## src/assert_macros.svh

```systemverilog
// Assertion macros for the generator RTL.
`ifndef ASSERT_MACROS_SVH
`define ASSERT_MACROS_SVH

// Same-cycle implication, disabled while reset is high.
`define MTP_ASSERT_IMPLY(name, clk_s, rst_s, ante, cons, msg) \
  name: assert property (@(posedge clk_s) disable iff (rst_s) (ante) |-> (cons)) \
    else $error(msg);

// Next-cycle implication, disabled while reset is high.
`define MTP_ASSERT_NEXT(name, clk_s, rst_s, ante, cons, msg) \
  name: assert property (@(posedge clk_s) disable iff (rst_s) (ante) |=> (cons)) \
    else $error(msg);

`endif

```

## src/mtp_pkg.sv

```systemverilog
// Package with types, constants, command codes and tempering for the MT19937 generator.
package mtp_pkg;

  localparam int WORD_W  = 32;
  localparam int STATE_N = 624;
  localparam int SHIFT_M = 397;
  localparam int IDX_W   = 10;

  typedef logic [WORD_W-1:0] word_t;
  typedef logic [IDX_W-1:0]  idx_t;
  typedef logic [1:0]        op_t;
  typedef logic [3:0]        act_t;

  localparam idx_t IDX_FULL  = idx_t'(STATE_N);
  localparam idx_t IDX_LAST  = idx_t'(STATE_N - 1);
  localparam idx_t IDX_WRAP  = idx_t'(STATE_N - SHIFT_M);
  localparam idx_t IDX_SHIFT = idx_t'(SHIFT_M);

  localparam word_t TWIST_XOR          = 32'h9908_b0df;
  localparam word_t UPPER_MASK         = 32'h8000_0000;
  localparam word_t LOWER_MASK         = 32'h7fff_ffff;
  localparam word_t INIT_MULT          = 32'd1812433253;
  localparam word_t TEMPER_B           = 32'h9d2c_5680;
  localparam word_t TEMPER_C           = 32'hefc6_0000;
  localparam word_t DEFAULT_SEED_RESET = 32'd5489;

  localparam op_t OP_SEED   = 2'd0;
  localparam op_t OP_DRAW32 = 2'd1;
  localparam op_t OP_DRAW64 = 2'd2;

  localparam act_t ACT_NONE        = 4'd0;
  localparam act_t ACT_CAPTURE     = 4'd1;
  localparam act_t ACT_SEED_START  = 4'd2;
  localparam act_t ACT_SEED_MUL    = 4'd3;
  localparam act_t ACT_SEED_WRITE  = 4'd4;
  localparam act_t ACT_REGEN_START = 4'd5;
  localparam act_t ACT_REGEN_FIRST = 4'd6;
  localparam act_t ACT_REGEN_READ  = 4'd7;
  localparam act_t ACT_REGEN_WRITE = 4'd8;
  localparam act_t ACT_DRAW_READ   = 4'd9;
  localparam act_t ACT_TAKE_HIGH   = 4'd10;
  localparam act_t ACT_TAKE_LOW    = 4'd11;

  typedef struct packed {
    act_t action;
    logic from_default;
    logic single_word;
  } cmd_t;

  typedef struct packed {
    logic seeded;
    logic index_full;
    logic cnt_last;
  } status_t;

  function automatic word_t temper(word_t w);
    word_t r;
    r = w ^ (w >> 11);
    r = r ^ ((r << 7) & TEMPER_B);
    r = r ^ ((r << 15) & TEMPER_C);
    r = r ^ (r >> 18);
    return r;
  endfunction

endpackage

```

## src/mtp_ctrl.sv

```systemverilog
// Controller state machine that sequences seeding, regeneration and draws.
module mtp_ctrl (
  input  logic             clk,
  input  logic             rst,
  input  logic             in_valid,
  input  logic [1:0]       operation,
  input  logic             out_stall,
  input  mtp_pkg::status_t status,
  output logic             in_stall,
  output logic             out_valid,
  output mtp_pkg::cmd_t    cmd
);

  localparam logic [3:0] ST_IDLE        = 4'd0;
  localparam logic [3:0] ST_CHECK       = 4'd1;
  localparam logic [3:0] ST_SEED_START  = 4'd2;
  localparam logic [3:0] ST_SEED_MUL    = 4'd3;
  localparam logic [3:0] ST_SEED_WRITE  = 4'd4;
  localparam logic [3:0] ST_REGEN_START = 4'd5;
  localparam logic [3:0] ST_REGEN_FIRST = 4'd6;
  localparam logic [3:0] ST_REGEN_READ  = 4'd7;
  localparam logic [3:0] ST_REGEN_WRITE = 4'd8;
  localparam logic [3:0] ST_DRAW_READ   = 4'd9;
  localparam logic [3:0] ST_DRAW_TAKE   = 4'd10;

  logic [3:0]       state;
  logic [3:0]       state_next;
  mtp_pkg::op_t     op_reg;
  mtp_pkg::op_t     op_reg_next;
  logic             second;
  logic             second_next;
  logic             from_default;
  logic             from_default_next;
  logic             final_word;
  logic             out_free;

  assign final_word = (op_reg == mtp_pkg::OP_DRAW32) || second;
  assign out_free   = !out_valid || !out_stall;
  assign in_stall   = (state != ST_IDLE);

  always_comb begin
    state_next        = state;
    op_reg_next       = op_reg;
    second_next       = second;
    from_default_next = from_default;
    cmd.action        = mtp_pkg::ACT_NONE;
    cmd.from_default  = from_default;
    cmd.single_word   = (op_reg == mtp_pkg::OP_DRAW32);
    unique case (state)
      ST_IDLE: begin
        if (in_valid) begin
          cmd.action        = mtp_pkg::ACT_CAPTURE;
          op_reg_next       = operation;
          second_next       = 1'b0;
          from_default_next = 1'b0;
          case (operation) inside
            mtp_pkg::OP_SEED: begin
              state_next = ST_SEED_START;
            end
            mtp_pkg::OP_DRAW32, mtp_pkg::OP_DRAW64: begin
              state_next = ST_CHECK;
            end
            default: begin
            end
          endcase
        end
      end
      ST_CHECK: begin
        if (!status.seeded) begin
          from_default_next = 1'b1;
          state_next        = ST_SEED_START;
        end else if (status.index_full) begin
          state_next = ST_REGEN_START;
        end else begin
          state_next = ST_DRAW_READ;
        end
      end
      ST_SEED_START: begin
        cmd.action = mtp_pkg::ACT_SEED_START;
        state_next = ST_SEED_MUL;
      end
      ST_SEED_MUL: begin
        cmd.action = mtp_pkg::ACT_SEED_MUL;
        state_next = ST_SEED_WRITE;
      end
      ST_SEED_WRITE: begin
        cmd.action = mtp_pkg::ACT_SEED_WRITE;
        if (status.cnt_last) begin
          state_next = (op_reg == mtp_pkg::OP_SEED) ? ST_IDLE : ST_CHECK;
        end else begin
          state_next = ST_SEED_MUL;
        end
      end
      ST_REGEN_START: begin
        cmd.action = mtp_pkg::ACT_REGEN_START;
        state_next = ST_REGEN_FIRST;
      end
      ST_REGEN_FIRST: begin
        cmd.action = mtp_pkg::ACT_REGEN_FIRST;
        state_next = ST_REGEN_READ;
      end
      ST_REGEN_READ: begin
        cmd.action = mtp_pkg::ACT_REGEN_READ;
        state_next = ST_REGEN_WRITE;
      end
      ST_REGEN_WRITE: begin
        cmd.action = mtp_pkg::ACT_REGEN_WRITE;
        state_next = status.cnt_last ? ST_DRAW_READ : ST_REGEN_READ;
      end
      ST_DRAW_READ: begin
        if (!final_word || out_free) begin
          cmd.action = mtp_pkg::ACT_DRAW_READ;
          state_next = ST_DRAW_TAKE;
        end
      end
      ST_DRAW_TAKE: begin
        if (final_word) begin
          cmd.action = mtp_pkg::ACT_TAKE_LOW;
          state_next = ST_IDLE;
        end else begin
          cmd.action  = mtp_pkg::ACT_TAKE_HIGH;
          second_next = 1'b1;
          state_next  = ST_CHECK;
        end
      end
      default: begin
        state_next = ST_IDLE;
      end
    endcase
  end

  always_ff @(posedge clk) begin
    if (rst) begin
      state        <= ST_IDLE;
      op_reg       <= mtp_pkg::OP_SEED;
      second       <= 1'b0;
      from_default <= 1'b0;
      out_valid    <= 1'b0;
    end else begin
      state        <= state_next;
      op_reg       <= op_reg_next;
      second       <= second_next;
      from_default <= from_default_next;
      if (cmd.action == mtp_pkg::ACT_TAKE_LOW) begin
        out_valid <= 1'b1;
      end else if (!out_stall) begin
        out_valid <= 1'b0;
      end
    end
  end

endmodule
```

## config.mk

```make
export PLATFORM = sky130hd
export DESIGN_NAME = mtp_ctrl
export DESIGN_NICKNAME = d
export VERILOG_FILES = /design/src/assert_macros.svh /design/src/mtp_pkg.sv /design/src/mtp_ctrl.sv
export SDC_FILE = /design/constraint.sdc
export NUM_CORES = 1
export LEC_CHECK = 0
export BUFFER_PORTS_ARGS = -buffer_cell sky130_fd_sc_hd__buf_2
export CORE_AREA = 2 2 39 41
export DETAILED_ROUTE_END_ITERATION = 16
export DIE_AREA = 0 0 41 43
export PLACE_DENSITY = 0.75
export SLEW_MARGIN = 40
export SYNTH_ARGS = -nofsm -noshare
export SYNTH_HDL_FRONTEND = slang
export SYNTH_SLANG_ARGS = --single-unit
```

## constraint.sdc

```tcl
create_clock -name clk -period 3.7 [get_ports clk]
set_input_delay 0.555 -clock clk [delete_from_list [all_inputs] [get_ports clk]]
set_output_delay 0.555 -clock clk [all_outputs]
set_load 0.02 [all_outputs]
```

==> flow_metrics.env <==
export IMPL_critPathLaunchType="register"
export IMPL_synth_edf_count=0
export IMPL_synth_warn=0
export IMPL_power_static_leakage_nw=0.3189
export IMPL_r2r_setup_slack_ns=1.99
export IMPL_fraction_of_layout_instances_using_a_drive_strength_above_1_pct=22.33
export IMPL_cts_setup_buffers=0
export IMPL_synth_ff_type="sky130_fd_sc_hd__dfxtp_1"
export IMPL_cts_htree_levels=1
export IMPL_worst_pin_slew_ns=0.5159
export IMPL_seq_area_frac_synth_pct=27.75
export IMPL_drt_wirelength_per_cell_microns=12.80
export IMPL_r2r_start="state[0]$_SDFFE_PP0P_"
export IMPL_synth_top_cells_by_area="sky130_fd_sc_hd__dfxtp_1, sky130_fd_sc_hd__nand2_1, sky130_fd_sc_hd__a21oi_1"
export IMPL_hold_slack_ns=0.4683
export IMPL_crit_path_top_delay_cell="sky130_fd_sc_hd__dfxtp_1"
export IMPL_timing_final_hold_violations=0
export IMPL_setup_viol=0
export IMPL_synthesis_area_sq_um=649.4
export IMPL_netlist_cell_type_count=35
export IMPL_first_global_vias=604
export IMPL_worstSetupEndpointType="output port"
export IMPL_dieWidth_microns=41
export IMPL_dpl_worst_slack_ns=1.496
export IMPL_dp_cells=115
export IMPL_synth_largest_type_area_fraction_pct=27.75
export IMPL_floorplan_io_pins=17
export IMPL_initialDrtViolationCount=16
export IMPL_num_vias=718
export IMPL_critical_path_cell_chain="inv_1, nor4_1, o21ai_0, o211ai_1, buf_2"
export IMPL_grt_antenna_before_repair=0
export IMPL_cts_buffers=3
export IMPL_fin_tns_setup_ns=0
export IMPL_hold_path_startpoint="from_default$_SDFFE_PP0P_"
export IMPL_global_route_overflow_total=0
export IMPL_worst_endpoint_required_ns=3.14
export IMPL_post_cts_hold_fix_bufs=0
export IMPL_final_critical_path_setup_slack_ns=1.168
export IMPL_post_dp_hpwl_microns=1126
export IMPL_worst_path_max_fanout=14
export IMPL_design_core_area_sq_um=1384
export IMPL_syn_avg_cell_area_sq_um=7.296
export IMPL_period_minus_slack_ns=2.532
export IMPL_tritoncts="done"
export IMPL_clockRootBuffer="sky130_fd_sc_hd__clkbuf_4"
export IMPL_drc_errors=0
export IMPL_cts_buffer_depth=2
export IMPL_io_buffers=16
export IMPL_routed_wl_microns=1523
export IMPL_slew_violations=0
export IMPL_placement_rows=14
export IMPL_largest_register_ffs=4
export IMPL_final_weighted_congestion_in_routability_driven_placement=0.9385
export IMPL_reg2regPathDepth=4
export IMPL_fmaxAchievable_ghz=0.3949
export IMPL_synth_seq_cells=9
export IMPL_clock_sinks=9
export IMPL_drt_vias_per_instance=6.034
export IMPL_cp_data_arrival_time_ns=1.98
export IMPL_hold_path_depth=2
export IMPL_grt_setup_unrepaired="false"
export IMPL_critical_path_reg2reg_endpoint="state[1]$_SDFFE_PP0P_"
export IMPL_power_per_cell_area_nw_per_um2=470.0
export IMPL_crit_path_max_incr_delay_ns=0.59
export IMPL_total_chip_power_mw=0.3440
export IMPL_syn_instance_count=89
export IMPL_synth_net_count=99
export IMPL_vdd_ir_drop_max_mv=0.2460
export IMPL_layoutNonFillerInstCount=119
export IMPL_max_cap_violations=0
export IMPL_synth_async_sr_flop_share_pct=0
export IMPL_worstSetupStartpoint="state[3]$_SDFFE_PP0P_"
export IMPL_die_area_sq_um=1763
export IMPL_floorplan_initialDensity_pct=46.93
export IMPL_post_route_util_pct=52.89
export IMPL_grt_first_pass_wirelength_microns=2484
export IMPL_most_frequently_used_cell_type_in_the_post_synthesis_netlist="sky130_fd_sc_hd__nand2_1"
export IMPL_clk_latency_ns=0.26
export IMPL_flow_area_growth_from_synthesis_pct=12.72
export IMPL_most_instantiated_cells_after_synthesis="sky130_fd_sc_hd__nand2_1, sky130_fd_sc_hd__nor2_1, sky130_fd_sc_hd__dfxtp_1"
export IMPL_largest_net_degree_at_the_start_of_global_routing=16
export IMPL_final_area_sq_um=732.0
export IMPL_finalNetCount=114
export IMPL_antenna_diode_count=0
export IMPL_antenna_left=0
export IMPL_clkTransAtPathRegs_ns=0.06
export IMPL_holdCritPathClass="register to register"
export IMPL_min_period_over_period_pct=68.44
export IMPL_timing_worst_setup_path_type="register to output port"
export IMPL_placedInstanceArea_sq_um=705.7
export IMPL_count_of_tritonroute_iterations_in_the_first_routing_pass=4
export IMPL_run_status="finished clean"
export IMPL_grt_total_usage_pct=19.88
export IMPL_dieHeight_microns=43
export IMPL_yosysTopAreaCell="sky130_fd_sc_hd__dfxtp_1"
export IMPL_crit_end="cmd[2]"
export IMPL_fin_skew_ns=0.005025
export IMPL_cts_resized=0
export IMPL_slew_headroom_pct=65.56
[where the power goes]
part           switching, mW  internal [mW]
combinational         0.0805         0.0533
sequential            0.0266          0.108
clock                 0.0345         0.0416
[critical path: cells and delay by family, from the launching register on]
kind / cells / cell delay [ns]
flip-flops: 1 / 0.59
AND/OR/NAND/NOR: 1 / 0.41
buffers and inverters: 2 / 0.40
AO/OA/AOI/OAI: 2 / 0.33
[area by class of cell]
type                    instances  area [sq um]
fillers                       136         651.9
multi-input cells              67         399.1
flip-flops and latches          9         180.2
repair buffers                 16         80.08
clock buffers                   4         26.28
inverters                       7         26.28
well taps                      16         20.02
[how the worst min path moves through the flow]
stage                           endpoint  slack [ns]
3_5_place_dp      op_reg[0]$_SDFFE_PP0P_        0.46
5_1_grt        from_default$_SDFFE_PP0P_        0.49
3_3_place_gp   from_default$_SDFFE_PP0P_        0.45
6_report       from_default$_SDFFE_PP0P_        0.47
2_1_floorplan  from_default$_SDFFE_PP0P_        0.44
4_1_cts           op_reg[0]$_SDFFE_PP0P_        0.47
[cells in the final DEF, fill, tap and decap left out, types with 2 or more instances in the layout]
master	synthesis	routed
sky130_fd_sc_hd__buf_2	2	16
sky130_fd_sc_hd__nand2_1	11	11
sky130_fd_sc_hd__nor2_1	10	10
sky130_fd_sc_hd__dfxtp_1	9	9
sky130_fd_sc_hd__a21oi_1	8	8
sky130_fd_sc_hd__inv_1	7	7
sky130_fd_sc_hd__o21ai_0	7	7
sky130_fd_sc_hd__nand3_1	4	4
sky130_fd_sc_hd__clkbuf_4	0	3
sky130_fd_sc_hd__nor4_1	2	2
sky130_fd_sc_hd__o211ai_1	2	2
sky130_fd_sc_hd__nor3_1	2	2
[routing by layer]
layer  routed length [microns]  track usage [%]
met4                        24            8.667
met3                       135            3.141
met2                       705            28.75
met5                         0                0
met1                       658            28.10
[kinds of logic after synthesis]
family          count (synthesis)  share of synthesized area (%)
compound gates                 30                          31.41
simple gates                   35                          26.40
mux                             1                          1.734
fa+ha+maj                       1                          1.926
buf+inv                        13                          10.79
flops                           9                          27.75
Power figures use the tool's default switching activity.
